**src/rtl/actc_pkg.sv**
```systemverilog
// ----------------------------------------------------------------------------
// actc_pkg
// Shared types, constants and AES / BCD helper functions for the token unit.
// ----------------------------------------------------------------------------
`default_nettype none
package actc_pkg;

  localparam int FIFO_DEPTH = 4;
  localparam int N_ROUNDS   = 10;
  localparam int N_CHAIN    = 5;
  localparam int N_DIGITS   = 8;

  localparam logic [2:0] REG_SEED_HI = 3'd0;
  localparam logic [2:0] REG_SEED_LO = 3'd1;
  localparam logic [2:0] REG_SERIAL  = 3'd2;
  localparam logic [2:0] REG_PIN     = 3'd3;
  localparam logic [2:0] REG_PIN_LEN = 3'd4;

  localparam logic [7:0] PAD_TIME = 8'haa;
  localparam logic [7:0] PAD_TAIL = 8'hbb;

  typedef struct packed {
    logic [47:0] tb;
    logic [1:0]  sel;
  } item_t;

  localparam logic [7:0] RCON [10] = '{
    8'h01, 8'h02, 8'h04, 8'h08, 8'h10, 8'h20, 8'h40, 8'h80, 8'h1b, 8'h36
  };

  localparam logic [7:0] SBOX [256] = '{
    8'h63,8'h7c,8'h77,8'h7b,8'hf2,8'h6b,8'h6f,8'hc5,8'h30,8'h01,8'h67,8'h2b,8'hfe,8'hd7,8'hab,8'h76,
    8'hca,8'h82,8'hc9,8'h7d,8'hfa,8'h59,8'h47,8'hf0,8'had,8'hd4,8'ha2,8'haf,8'h9c,8'ha4,8'h72,8'hc0,
    8'hb7,8'hfd,8'h93,8'h26,8'h36,8'h3f,8'hf7,8'hcc,8'h34,8'ha5,8'he5,8'hf1,8'h71,8'hd8,8'h31,8'h15,
    8'h04,8'hc7,8'h23,8'hc3,8'h18,8'h96,8'h05,8'h9a,8'h07,8'h12,8'h80,8'he2,8'heb,8'h27,8'hb2,8'h75,
    8'h09,8'h83,8'h2c,8'h1a,8'h1b,8'h6e,8'h5a,8'ha0,8'h52,8'h3b,8'hd6,8'hb3,8'h29,8'he3,8'h2f,8'h84,
    8'h53,8'hd1,8'h00,8'hed,8'h20,8'hfc,8'hb1,8'h5b,8'h6a,8'hcb,8'hbe,8'h39,8'h4a,8'h4c,8'h58,8'hcf,
    8'hd0,8'hef,8'haa,8'hfb,8'h43,8'h4d,8'h33,8'h85,8'h45,8'hf9,8'h02,8'h7f,8'h50,8'h3c,8'h9f,8'ha8,
    8'h51,8'ha3,8'h40,8'h8f,8'h92,8'h9d,8'h38,8'hf5,8'hbc,8'hb6,8'hda,8'h21,8'h10,8'hff,8'hf3,8'hd2,
    8'hcd,8'h0c,8'h13,8'hec,8'h5f,8'h97,8'h44,8'h17,8'hc4,8'ha7,8'h7e,8'h3d,8'h64,8'h5d,8'h19,8'h73,
    8'h60,8'h81,8'h4f,8'hdc,8'h22,8'h2a,8'h90,8'h88,8'h46,8'hee,8'hb8,8'h14,8'hde,8'h5e,8'h0b,8'hdb,
    8'he0,8'h32,8'h3a,8'h0a,8'h49,8'h06,8'h24,8'h5c,8'hc2,8'hd3,8'hac,8'h62,8'h91,8'h95,8'he4,8'h79,
    8'he7,8'hc8,8'h37,8'h6d,8'h8d,8'hd5,8'h4e,8'ha9,8'h6c,8'h56,8'hf4,8'hea,8'h65,8'h7a,8'hae,8'h08,
    8'hba,8'h78,8'h25,8'h2e,8'h1c,8'ha6,8'hb4,8'hc6,8'he8,8'hdd,8'h74,8'h1f,8'h4b,8'hbd,8'h8b,8'h8a,
    8'h70,8'h3e,8'hb5,8'h66,8'h48,8'h03,8'hf6,8'h0e,8'h61,8'h35,8'h57,8'hb9,8'h86,8'hc1,8'h1d,8'h9e,
    8'he1,8'hf8,8'h98,8'h11,8'h69,8'hd9,8'h8e,8'h94,8'h9b,8'h1e,8'h87,8'he9,8'hce,8'h55,8'h28,8'hdf,
    8'h8c,8'ha1,8'h89,8'h0d,8'hbf,8'he6,8'h42,8'h68,8'h41,8'h99,8'h2d,8'h0f,8'hb0,8'h54,8'hbb,8'h16
  };

  function automatic logic [7:0] xt(input logic [7:0] v);
    return {v[6:0], 1'b0} ^ (v[7] ? 8'h1b : 8'h00);
  endfunction

  // byte 0 sits in the top bits
  function automatic logic [7:0] byte_of(input logic [127:0] s, input int idx);
    return s[127-8*idx -: 8];
  endfunction

  function automatic logic [127:0] aes_round(input logic [127:0] s, input logic last);
    logic [7:0]   t [16];
    logic [7:0]   a0, a1, a2, a3, x;
    logic [127:0] r;
    for (int c = 0; c < 4; c++) begin
      for (int j = 0; j < 4; j++) begin
        t[c*4+j] = SBOX[byte_of(s, ((c + j) % 4) * 4 + j)];
      end
    end
    if (!last) begin
      for (int c = 0; c < 4; c++) begin
        a0 = t[c*4];
        a1 = t[c*4+1];
        a2 = t[c*4+2];
        a3 = t[c*4+3];
        x  = a0 ^ a1 ^ a2 ^ a3;
        t[c*4]   = a0 ^ x ^ xt(a0 ^ a1);
        t[c*4+1] = a1 ^ x ^ xt(a1 ^ a2);
        t[c*4+2] = a2 ^ x ^ xt(a2 ^ a3);
        t[c*4+3] = a3 ^ x ^ xt(a3 ^ a0);
      end
    end
    for (int i = 0; i < 16; i++) begin
      r[127-8*i -: 8] = t[i];
    end
    return r;
  endfunction

  function automatic logic [127:0] key_next(input logic [127:0] k, input logic [7:0] rc);
    logic [31:0] w0, w1, w2, w3, tmp, n0, n1, n2, n3;
    w0 = k[127:96];
    w1 = k[95:64];
    w2 = k[63:32];
    w3 = k[31:0];
    tmp = {SBOX[w3[23:16]] ^ rc, SBOX[w3[15:8]], SBOX[w3[7:0]], SBOX[w3[31:24]]};
    n0 = w0 ^ tmp;
    n1 = w1 ^ n0;
    n2 = w2 ^ n1;
    n3 = w3 ^ n2;
    return {n0, n1, n2, n3};
  endfunction

  // plaintext of chain step k: the first cnt time bytes, 0xaa pad, serial, 0xbb tail
  function automatic logic [127:0] build_pt(input int k, input logic [47:0] tb,
                                            input logic [31:0] serial);
    logic [127:0] p;
    int           cnt;
    cnt = (k == 4) ? 8 : k + 2;
    for (int j = 0; j < 8; j++) begin
      if (j >= cnt)     p[127-8*j -: 8] = PAD_TIME;
      else if (j < 6)   p[127-8*j -: 8] = tb[47-8*j -: 8];
      else              p[127-8*j -: 8] = 8'h00;
    end
    p[63:32] = serial;
    p[31:0]  = {PAD_TAIL, PAD_TAIL, PAD_TAIL, PAD_TAIL};
    return p;
  endfunction

  // value below 100 to two BCD digits
  function automatic logic [7:0] bcd2(input logic [6:0] v);
    logic [14:0] p;
    logic [3:0]  t;
    logic [6:0]  u;
    p = {8'd0, v} * 15'd205;
    t = p[14:11];
    u = v - 7'({3'd0, t} * 7'd10);
    return {t, u[3:0]};
  endfunction

endpackage
`default_nettype wire

```
**src/rtl/actc_front.sv**
```systemverilog
// ----------------------------------------------------------------------------
// actc_front
// Accepts time beats and turns them into BCD time bytes plus word select.
// ----------------------------------------------------------------------------
`default_nettype none
module actc_front (
  input  wire logic [13:0]   year,
  input  wire logic [3:0]    month,
  input  wire logic [4:0]    day,
  input  wire logic [4:0]    hour,
  input  wire logic [5:0]    minute,
  output actc_pkg::item_t    item
);
  import actc_pkg::*;

  logic [26:0] yprod;
  logic [7:0]  q100;
  logic [6:0]  yhi;
  logic [13:0] ylo;

  always_comb begin
    yprod = {13'd0, year} * 27'd5243;
    q100  = yprod[26:19];
    yhi   = (q100 >= 8'd100) ? 7'(q100 - 8'd100) : q100[6:0];
    ylo   = year - 14'({6'd0, q100} * 14'd100);
    item.tb  = {bcd2(yhi), bcd2(ylo[6:0]), bcd2({3'd0, month}), bcd2({2'd0, day}),
                bcd2({2'd0, hour}), bcd2({1'b0, minute[5:2], 2'b00})};
    item.sel = minute[1:0];
  end

endmodule
`default_nettype wire

```
**config.mk**
```make
export PLATFORM = sky130hd
export DESIGN_NAME = actc_front
export DESIGN_NICKNAME = d
export VERILOG_FILES = /design/src/rtl/actc_pkg.sv /design/src/rtl/actc_front.sv
export SDC_FILE = /design/constraint.sdc
export NUM_CORES = 1
export LEC_CHECK = 0
export BUFFER_PORTS_ARGS = -buffer_cell sky130_fd_sc_hd__buf_2
export CORE_MARGIN = 1.5
export CORE_UTILIZATION = 50
export DETAILED_ROUTE_END_ITERATION = 8
export PLACE_DENSITY = 0.73
export SYNTH_ARGS = -nofsm -noshare
export SYNTH_HDL_FRONTEND = slang
export SYNTH_SLANG_ARGS = --single-unit
```
**constraint.sdc**
```tcl
create_clock -name vclk -period 71.5
set_input_delay 21.45 -clock vclk [all_inputs]
set_output_delay 21.45 -clock vclk [all_outputs]
set_load 0.01 [all_outputs]
```
==> results.toml <==
[min_path]
hp-start = "minute[0]"
min_to = "item[0]"
worstHoldPathCells = 0
hp-class = "in -> out"

[grt]
met2_usage = 0.347
grt_pass1_vias = 5697
grt_overflow = 0
grt_util_all_layers = 0.191
grt_max_degree = 10
use_met3 = 0.00506
globalRouteMet1Util = 0.265
grt_pass1_wl_mm = 25.6
antenna_found_initial = 0
grt_most_used_layer = "met2"

[setup_path]
slowest_delay_ns = 0.54
cp_max_fo = 7
path_class = "in -> out"
crit_family = "adder cells"
start_kind = "primary input"
worstSetupEndpointType = "primary output"
required_ns = 50.05
crit_buf_inv = 11
slowest_stage = "fa_1"
cpMostUsedCell = "inv_1"
cp-startpoint = "year[11]"
arrival_ns = 31.82

[die]
die_y_um = 127
die_x_um = 127
start_util = 0.508
core_um2 = 15100
die_area_um2 = 16100
top_level_ports = 84
rows = 45

[finish]
layout_common_cells = "ha_1, inv_1, fa_1"
nClkBuffers = 0
drive_gt1_frac = 0.117
n_fill_cell = 1386
layout_commonest_cell = "ha_1"
nets = 1255
seq_cells = 0
n_antenna_cell = 0
seq_area_um2 = 0
syn_to_final_growth_pct = 6.27

[run_status]
outcome = "complete, no violations"

[clocking]
cts_resized = 0
cts_setup_buffers = 0
cts_hold_buf = 0

[timing]
maxSlewViolCount = 0
setup_viol = 0
worstMarginPinSlew_ns = 0.530
finalSetupTns_ns = 0
rsz0062_at_grt = "false"
post-route-period-util = 0.745
slew_headroom = 0.644
period_needed_ns = 53.27
max_freq_mhz = 18.8
timing.final.hold_violations = 0

[drt]
wl_per_cell_um = 13.4
finalWirelength_mm = 14.3
dr.pass1.iters = 4
drtAntennaViolNets = 0
via_per_inst = 5.20
initialDrtViolationCount = 193
dr_total_vias = 5554
drc = 0

[place]
portBuffers = 71
hpwl_mm = 13.3
place_congestion = 0.833

[synthesis]
syn-cell-area_um2 = 7660
syn_area_per_cell_um2 = 9.33
postSynthCellCount = 821
synth_cell_types = 69
ys_seq_area_frac = 0
synth_warnings = 0

[flow_run]
maxCapViolations = 0
## how the worst max path moves through the flow
stage / endpoint / depth (start not counted)
finish: item[45] / 45
floorplan: item[45] / 42
global placement: item[45] / 45
CTS: item[45] / 45
detailed placement: item[45] / 45
global route: item[45] / 45
## area by class of cell
type,count,area (µm²),share of cell area
inverter,220,826,0.101
tap,188,235,0.0289
timing repair buffer,71,355,0.0436
multi-input combinational,590,6730,0.826
## synthesized netlist by cell type, types with 3 or more instances
master	count	share of area
ha_1	249	0.41
inv_1	220	0.11
fa_1	89	0.23
xnor2_1	33	0.038
a21oi_1	27	0.018
nand2_1	20	0.0098
buf_4	16	0.016
xor2_1	13	0.015
nor2_1	12	0.0059
o21ai_0	12	0.0078
a21o_1	11	0.011
nor2b_1	9	0.0073
nand2b_1	7	0.0057
a41o_1	6	0.0078
nand4_1	6	0.0049
a211oi_1	5	0.0049
or2_2	5	0.0041
nor3_1	4	0.0026
or3_1	4	0.0033
xnor2_2	4	0.0085
a31oi_1	3	0.0024
o2111ai_1	3	0.0034
o211ai_1	3	0.0029
o21ai_1	3	0.0020
o21bai_1	3	0.0029
## cells by family (layout without fill, tap and decap cells)
kind of cell,count (synthesis),after routing,share of synthesized area
AOI/OAI and AO/OA,103,103,0.105
xor gates and xnor gates,50,50,0.0611
adders and majority gates,338,338,0.639
buffers and inverters,239,291,0.126
muxes,3,3,0.00425
other,1,9,0.000489
and+or+nand+nor,87,87,0.0645
## routing by layer
layer  part of all wire  wire length (µm)
met1               0.48              6840
met2               0.48              6840
met3              0.040               580
met4             0.0061                87
met5                  0                 0
## stage by stage
step / cell area [µm²] / hold slack (ns) / std cells / setup slack (ns) / utilization
detailed placement: 8140 / 42.90 / 1069 / 18.24 / 0.540
floorplan: 7690 / 42.99 / 829 / 19.20 / -
finish: 8140 / 42.90 / 1069 / 18.23 / 0.540
global route: 8140 / 42.90 / 1069 / 17.64 / 0.540
global placement: 8140 / 42.90 / 1069 / 18.28 / 0.540
CTS: 8140 / 42.90 / 1069 / 18.19 / 0.540
Power is not shown: default switching activity piles up to over one toggle a cycle in this logic, so the estimate is an artifact.
