$ cat config.mk
export PLATFORM = sky130hd
export DESIGN_NAME = actc_fifo
export DESIGN_NICKNAME = d
export VERILOG_FILES = /design/src/rtl/actc_pkg.sv /design/src/rtl/actc_fifo.sv
export SDC_FILE = /design/constraint.sdc
export NUM_CORES = 1
export LEC_CHECK = 0
export BUFFER_PORTS_ARGS = -buffer_cell sky130_fd_sc_hd__clkbuf_2
export CAP_MARGIN = 20
export CORE_ASPECT_RATIO = 1.75
export CORE_UTILIZATION = 35
export CTS_BUF_LIST = sky130_fd_sc_hd__clkbuf_8
export CTS_CLUSTER_SIZE = 8
export DETAILED_ROUTE_END_ITERATION = 8
export PLACE_DENSITY = 0.56
export REMOVE_ABC_BUFFERS = 1
export SLEW_MARGIN = 20
export SYNTH_ARGS = -nofsm -noshare
export SYNTH_HDL_FRONTEND = slang
export SYNTH_SLANG_ARGS = --single-unit
export TNS_END_PERCENT = 1
$ cat constraint.sdc
create_clock -name clk -period 2.98 [get_ports clk]
set_input_delay 0 -clock clk [delete_from_list [all_inputs] [get_ports clk]]
set_output_delay 0 -clock clk [all_outputs]
set_load 0.005 [all_outputs]
$ cat src/rtl/actc_pkg.sv
// ----------------------------------------------------------------------------
// actc_pkg
// Shared types, constants and AES / BCD helper functions for the token unit.
// ----------------------------------------------------------------------------
`default_nettype none
package actc_pkg;

  localparam int FIFO_DEPTH = 4;
  localparam int N_ROUNDS   = 10;
  localparam int N_CHAIN    = 5;
  localparam int N_DIGITS   = 8;

  localparam logic [2:0] REG_SEED_HI = 3'd0;
  localparam logic [2:0] REG_SEED_LO = 3'd1;
  localparam logic [2:0] REG_SERIAL  = 3'd2;
  localparam logic [2:0] REG_PIN     = 3'd3;
  localparam logic [2:0] REG_PIN_LEN = 3'd4;

  localparam logic [7:0] PAD_TIME = 8'haa;
  localparam logic [7:0] PAD_TAIL = 8'hbb;

  typedef struct packed {
    logic [47:0] tb;
    logic [1:0]  sel;
  } item_t;

  localparam logic [7:0] RCON [10] = '{
    8'h01, 8'h02, 8'h04, 8'h08, 8'h10, 8'h20, 8'h40, 8'h80, 8'h1b, 8'h36
  };

  localparam logic [7:0] SBOX [256] = '{
    8'h63,8'h7c,8'h77,8'h7b,8'hf2,8'h6b,8'h6f,8'hc5,8'h30,8'h01,8'h67,8'h2b,8'hfe,8'hd7,8'hab,8'h76,
    8'hca,8'h82,8'hc9,8'h7d,8'hfa,8'h59,8'h47,8'hf0,8'had,8'hd4,8'ha2,8'haf,8'h9c,8'ha4,8'h72,8'hc0,
    8'hb7,8'hfd,8'h93,8'h26,8'h36,8'h3f,8'hf7,8'hcc,8'h34,8'ha5,8'he5,8'hf1,8'h71,8'hd8,8'h31,8'h15,
    8'h04,8'hc7,8'h23,8'hc3,8'h18,8'h96,8'h05,8'h9a,8'h07,8'h12,8'h80,8'he2,8'heb,8'h27,8'hb2,8'h75,
    8'h09,8'h83,8'h2c,8'h1a,8'h1b,8'h6e,8'h5a,8'ha0,8'h52,8'h3b,8'hd6,8'hb3,8'h29,8'he3,8'h2f,8'h84,
    8'h53,8'hd1,8'h00,8'hed,8'h20,8'hfc,8'hb1,8'h5b,8'h6a,8'hcb,8'hbe,8'h39,8'h4a,8'h4c,8'h58,8'hcf,
    8'hd0,8'hef,8'haa,8'hfb,8'h43,8'h4d,8'h33,8'h85,8'h45,8'hf9,8'h02,8'h7f,8'h50,8'h3c,8'h9f,8'ha8,
    8'h51,8'ha3,8'h40,8'h8f,8'h92,8'h9d,8'h38,8'hf5,8'hbc,8'hb6,8'hda,8'h21,8'h10,8'hff,8'hf3,8'hd2,
    8'hcd,8'h0c,8'h13,8'hec,8'h5f,8'h97,8'h44,8'h17,8'hc4,8'ha7,8'h7e,8'h3d,8'h64,8'h5d,8'h19,8'h73,
    8'h60,8'h81,8'h4f,8'hdc,8'h22,8'h2a,8'h90,8'h88,8'h46,8'hee,8'hb8,8'h14,8'hde,8'h5e,8'h0b,8'hdb,
    8'he0,8'h32,8'h3a,8'h0a,8'h49,8'h06,8'h24,8'h5c,8'hc2,8'hd3,8'hac,8'h62,8'h91,8'h95,8'he4,8'h79,
    8'he7,8'hc8,8'h37,8'h6d,8'h8d,8'hd5,8'h4e,8'ha9,8'h6c,8'h56,8'hf4,8'hea,8'h65,8'h7a,8'hae,8'h08,
    8'hba,8'h78,8'h25,8'h2e,8'h1c,8'ha6,8'hb4,8'hc6,8'he8,8'hdd,8'h74,8'h1f,8'h4b,8'hbd,8'h8b,8'h8a,
    8'h70,8'h3e,8'hb5,8'h66,8'h48,8'h03,8'hf6,8'h0e,8'h61,8'h35,8'h57,8'hb9,8'h86,8'hc1,8'h1d,8'h9e,
    8'he1,8'hf8,8'h98,8'h11,8'h69,8'hd9,8'h8e,8'h94,8'h9b,8'h1e,8'h87,8'he9,8'hce,8'h55,8'h28,8'hdf,
    8'h8c,8'ha1,8'h89,8'h0d,8'hbf,8'he6,8'h42,8'h68,8'h41,8'h99,8'h2d,8'h0f,8'hb0,8'h54,8'hbb,8'h16
  };

  function automatic logic [7:0] xt(input logic [7:0] v);
    return {v[6:0], 1'b0} ^ (v[7] ? 8'h1b : 8'h00);
  endfunction

  // byte 0 sits in the top bits
  function automatic logic [7:0] byte_of(input logic [127:0] s, input int idx);
    return s[127-8*idx -: 8];
  endfunction

  function automatic logic [127:0] aes_round(input logic [127:0] s, input logic last);
    logic [7:0]   t [16];
    logic [7:0]   a0, a1, a2, a3, x;
    logic [127:0] r;
    for (int c = 0; c < 4; c++) begin
      for (int j = 0; j < 4; j++) begin
        t[c*4+j] = SBOX[byte_of(s, ((c + j) % 4) * 4 + j)];
      end
    end
    if (!last) begin
      for (int c = 0; c < 4; c++) begin
        a0 = t[c*4];
        a1 = t[c*4+1];
        a2 = t[c*4+2];
        a3 = t[c*4+3];
        x  = a0 ^ a1 ^ a2 ^ a3;
        t[c*4]   = a0 ^ x ^ xt(a0 ^ a1);
        t[c*4+1] = a1 ^ x ^ xt(a1 ^ a2);
        t[c*4+2] = a2 ^ x ^ xt(a2 ^ a3);
        t[c*4+3] = a3 ^ x ^ xt(a3 ^ a0);
      end
    end
    for (int i = 0; i < 16; i++) begin
      r[127-8*i -: 8] = t[i];
    end
    return r;
  endfunction

  function automatic logic [127:0] key_next(input logic [127:0] k, input logic [7:0] rc);
    logic [31:0] w0, w1, w2, w3, tmp, n0, n1, n2, n3;
    w0 = k[127:96];
    w1 = k[95:64];
    w2 = k[63:32];
    w3 = k[31:0];
    tmp = {SBOX[w3[23:16]] ^ rc, SBOX[w3[15:8]], SBOX[w3[7:0]], SBOX[w3[31:24]]};
    n0 = w0 ^ tmp;
    n1 = w1 ^ n0;
    n2 = w2 ^ n1;
    n3 = w3 ^ n2;
    return {n0, n1, n2, n3};
  endfunction

  // plaintext of chain step k: the first cnt time bytes, 0xaa pad, serial, 0xbb tail
  function automatic logic [127:0] build_pt(input int k, input logic [47:0] tb,
                                            input logic [31:0] serial);
    logic [127:0] p;
    int           cnt;
    cnt = (k == 4) ? 8 : k + 2;
    for (int j = 0; j < 8; j++) begin
      if (j >= cnt)     p[127-8*j -: 8] = PAD_TIME;
      else if (j < 6)   p[127-8*j -: 8] = tb[47-8*j -: 8];
      else              p[127-8*j -: 8] = 8'h00;
    end
    p[63:32] = serial;
    p[31:0]  = {PAD_TAIL, PAD_TAIL, PAD_TAIL, PAD_TAIL};
    return p;
  endfunction

  // value below 100 to two BCD digits
  function automatic logic [7:0] bcd2(input logic [6:0] v);
    logic [14:0] p;
    logic [3:0]  t;
    logic [6:0]  u;
    p = {8'd0, v} * 15'd205;
    t = p[14:11];
    u = v - 7'({3'd0, t} * 7'd10);
    return {t, u[3:0]};
  endfunction

endpackage
`default_nettype wire

$ cat src/rtl/actc_fifo.sv
// ----------------------------------------------------------------------------
// actc_fifo
// Short queue between the front and the cipher pipeline.
// ----------------------------------------------------------------------------
`default_nettype none
module actc_fifo #(
  parameter int DEPTH = actc_pkg::FIFO_DEPTH
) (
  input  wire logic            clk,
  input  wire logic            rst_n,
  input  wire logic            push,
  input  actc_pkg::item_t      push_data,
  output logic                 full,
  input  wire logic            pop,
  output actc_pkg::item_t      pop_data,
  output logic                 not_empty
);
  import actc_pkg::*;

  localparam int PW = (DEPTH > 1) ? $clog2(DEPTH) : 1;
  localparam int CW = $clog2(DEPTH + 1);

  item_t          mem [DEPTH];
  logic [PW-1:0]  wptr_r, rptr_r;
  logic [CW-1:0]  cnt_r;
  logic           do_push, do_pop;

  assign full      = (cnt_r == CW'(DEPTH));
  assign not_empty = (cnt_r != '0);
  assign do_push   = push && !full;
  assign do_pop    = pop && not_empty;
  assign pop_data  = mem[rptr_r];

  always_ff @(posedge clk) begin
    if (do_push) begin
      mem[wptr_r] <= push_data;
    end
  end

  always_ff @(posedge clk) begin
    if (!rst_n) begin
      wptr_r <= '0;
      rptr_r <= '0;
      cnt_r  <= '0;
    end else begin
      if (do_push) wptr_r <= (wptr_r == PW'(DEPTH - 1)) ? '0 : wptr_r + 1'b1;
      if (do_pop)  rptr_r <= (rptr_r == PW'(DEPTH - 1)) ? '0 : rptr_r + 1'b1;
      cnt_r <= cnt_r + CW'(do_push) - CW'(do_pop);
    end
  end

endmodule
`default_nettype wire

==> impl_metrics.env <==
export IMPL_die_w_um=115
export IMPL_cp_end_kind="flop"
export IMPL_dieArea_mm2=0.0228
export IMPL_place_ws_ps=513
export IMPL_place_inst=704
export IMPL_initial_utilization_pct=35.9
export IMPL_syn_instance_count=314
export IMPL_power_leakage_nw=3.40
export IMPL_fin_util_pct=45.0
export IMPL_h_tree_depth=1
export IMPL_slew_headroom_pct=55.4
export IMPL_core_mm2=0.0216
export IMPL_fin_ws_ps=556
export IMPL_antenna_found_initial=1
export IMPL_layout_min_cycle_time_ps=2420
export IMPL_final_cell_mix="edfxtp_1 (200), clkbuf_2 (105), dlygate4sd3_1 (53)"
export IMPL_ant_nets=0
export IMPL_ios=106
export IMPL_regArea_mm2=0.00619
export IMPL_holdWs_ps=200
export IMPL_clkTransAtPathRegs_ps=60
export IMPL_crit_path_start="cnt_r[1]"
export IMPL_rsz0062_at_grt="false"
export IMPL_clock_latency_ps=550
export IMPL_netlist_area_mm2=0.00775
export IMPL_wl_per_cell_um=18.3
export IMPL_fin_tns_setup_ps=0
export IMPL_holdCritPathClass="input pin to flop"
export IMPL_status="complete, no violations"
export IMPL_crit_fanout=5
export IMPL_grt_pass1_wl_um=23000
export IMPL_synth_seq_area_share_pct=79.8
export IMPL_critical_path_arrival_ps=2870
export IMPL_cts_root_buf="clkbuf_8"
export IMPL_finClkSkew_ps=9.18
export IMPL_final_cell_area_mm2=0.00971
export IMPL_routed_wl_um=14900
export IMPL_cpLargestDelayFamily="adder cells"
export IMPL_die_y_um=199
export IMPL_yosysWarnings=0
export IMPL_cts_buffers=30
export IMPL_critPathRequiredTime_ps=3430
export IMPL_min_from="push_data[48]"
export IMPL_layout_nets=559
export IMPL_timing_critical_path_mode_cell="inv_1"
export IMPL_cts_tree="done"
export IMPL_cpMaxStageDelayCell="o31ai_1"
export IMPL_dr_wl_met2_um=8580
export IMPL_timing_fmax_mhz=413
export IMPL_gp_congestion=0.712
export IMPL_finalNonFillerCells=814
export IMPL_multi_input_area_mm2=0.00140
export IMPL_powerDensity_mw_per_mm2=749
export IMPL_cts_sinks=209
export IMPL_grt_pass1_vias=4165
export IMPL_hpwlAfterDp_um=8770
export IMPL_crit_buf_inv=3
export IMPL_via_count=3734
export IMPL_slew_violations=0
export IMPL_max_vdd_ir_drop_mv=0.407
export IMPL_final_period_utilization_pct=81.3
export IMPL_drv_cap=0
export IMPL_cts_buffer_depth=3
export IMPL_drc=0
export IMPL_drt_iter0_drc=126
export IMPL_timing_rr_start="cnt_r[1]"
export IMPL_syn_to_final_growth_pct=25.2
export IMPL_final_common_cell="edfxtp_1"
export IMPL_first_pass_iters=4
export IMPL_grt_max_degree=51
export IMPL_cp_slowest_stage_delay_ps=480
export IMPL_avgViaCountPerCell=4.59
export IMPL_synth_cell_types=22
export IMPL_hold_viol=0
export IMPL_p_total_mw=7.27
export IMPL_m1WireLength_um=5290
export IMPL_place_area_mm2=0.00863
export IMPL_grtUsageTotal_pct=13.8
export IMPL_n_fill_cell=1878
export IMPL_cp_cell_sequence="o31ai_1, inv_1, ha_1, inv_1, ha_1, inv_1, fa_1, xnor2_1, xnor2_1, and2_1"
export IMPL_grt_overflow=0
export IMPL_worst_pin_slew_ps=669
export IMPL_final_layout_size_suffix_gt1_share_pct=38.8
export IMPL_start_kind="flop"
export IMPL_avgSynthCellArea_um2=24.7
export IMPL_std_cell_rows=71
export IMPL_io_buffers=105
export IMPL_wl_met3_um=610
export IMPL_critPathKind="flop to flop"
export IMPL_routed_top_layer="met4"
export IMPL_synth_seq_cells=209
export IMPL_setup_violations=0
## where the power goes
part           leakage, nW  switching (mW)  total, mW  internal [mW]
sequential            1.91           0.179       3.75           3.57
combinational         1.13           0.696       1.51          0.817
clock                0.360           0.997       2.00           1.01
total                 3.40            1.87       7.27           5.40
## path summary, 6_finish.rpt
kind                                   end  slack, ps  cells past startpoint
worst max-delay path              cnt_r[2]        560                     10
worst max register to register    cnt_r[2]        560                     10
worst min-delay path            mem[2][48]        200                      2
worst min register to register   wptr_r[1]        520                      2
## layout make-up
cell class | instances | share of cell area (%)
inverters | 6 | 0.232
well taps | 292 | 3.76
flip-flops and latches | 209 | 63.8
diodes | 1 | 0.0258
multi-input cells | 85 | 14.4
clock buffers | 33 | 4.68
clock inverters | 23 | 0.889
repair buffers | 165 | 12.2
## state kept, by name (all words and copies together) (netlist names), named ones only
name    cells
cnt_r       3
mem       200
wptr_r      2
rptr_r      2
## layer usage
metal	vias up	track usage (%)
li1	1685	-
met4	0	6.25
met3	28	2.56
met5	-	0
met1	1939	14.3
met2	82	26.2
## cell families after synthesis
logic type               after synthesis  synth area share [%]
adder cells (fa/ha/maj)                8                  1.39
flip-flops                           209                  79.8
AND/OR/NAND/NOR                       20                  1.40
multiplexers                          52                  14.8
AO/OA/AOI/OAI                          3                 0.226
XOR/XNOR                               2                 0.226
buffers and inverters                 20                  2.21
## synthesized netlist by cell type
| library cell | n | area share (%) |
|---|---|---|
| o31ai_1 | 1 | 0.097 |
| fa_1 | 1 | 0.26 |
| edfxtp_1 | 200 | 77 |
| inv_1 | 6 | 0.29 |
| ha_1 | 7 | 1.1 |
| buf_2 | 6 | 0.39 |
| nor2b_1 | 2 | 0.16 |
| dfxtp_1 | 9 | 2.3 |
| buf_1 | 1 | 0.048 |
| nor2_1 | 2 | 0.097 |
| o21ai_0 | 2 | 0.13 |
| nand2_1 | 6 | 0.29 |
| clkbuf_1 | 1 | 0.048 |
| nor3b_2 | 1 | 0.16 |
| nand3_1 | 2 | 0.13 |
| mux2i_1 | 2 | 0.26 |
| mux4_2 | 50 | 15 |
| or3_1 | 1 | 0.081 |
| xnor2_1 | 2 | 0.23 |
| and2_1 | 6 | 0.48 |
| buf_6 | 1 | 0.15 |
| buf_12 | 5 | 1.3 |
## repair_timing
action,in CTS,in global routing
buffers inserted,0,0
hold buffers,53,0
gates resized for setup,0,0
hold endpoints to repair,209,0
Power figures use the tool's default switching activity.
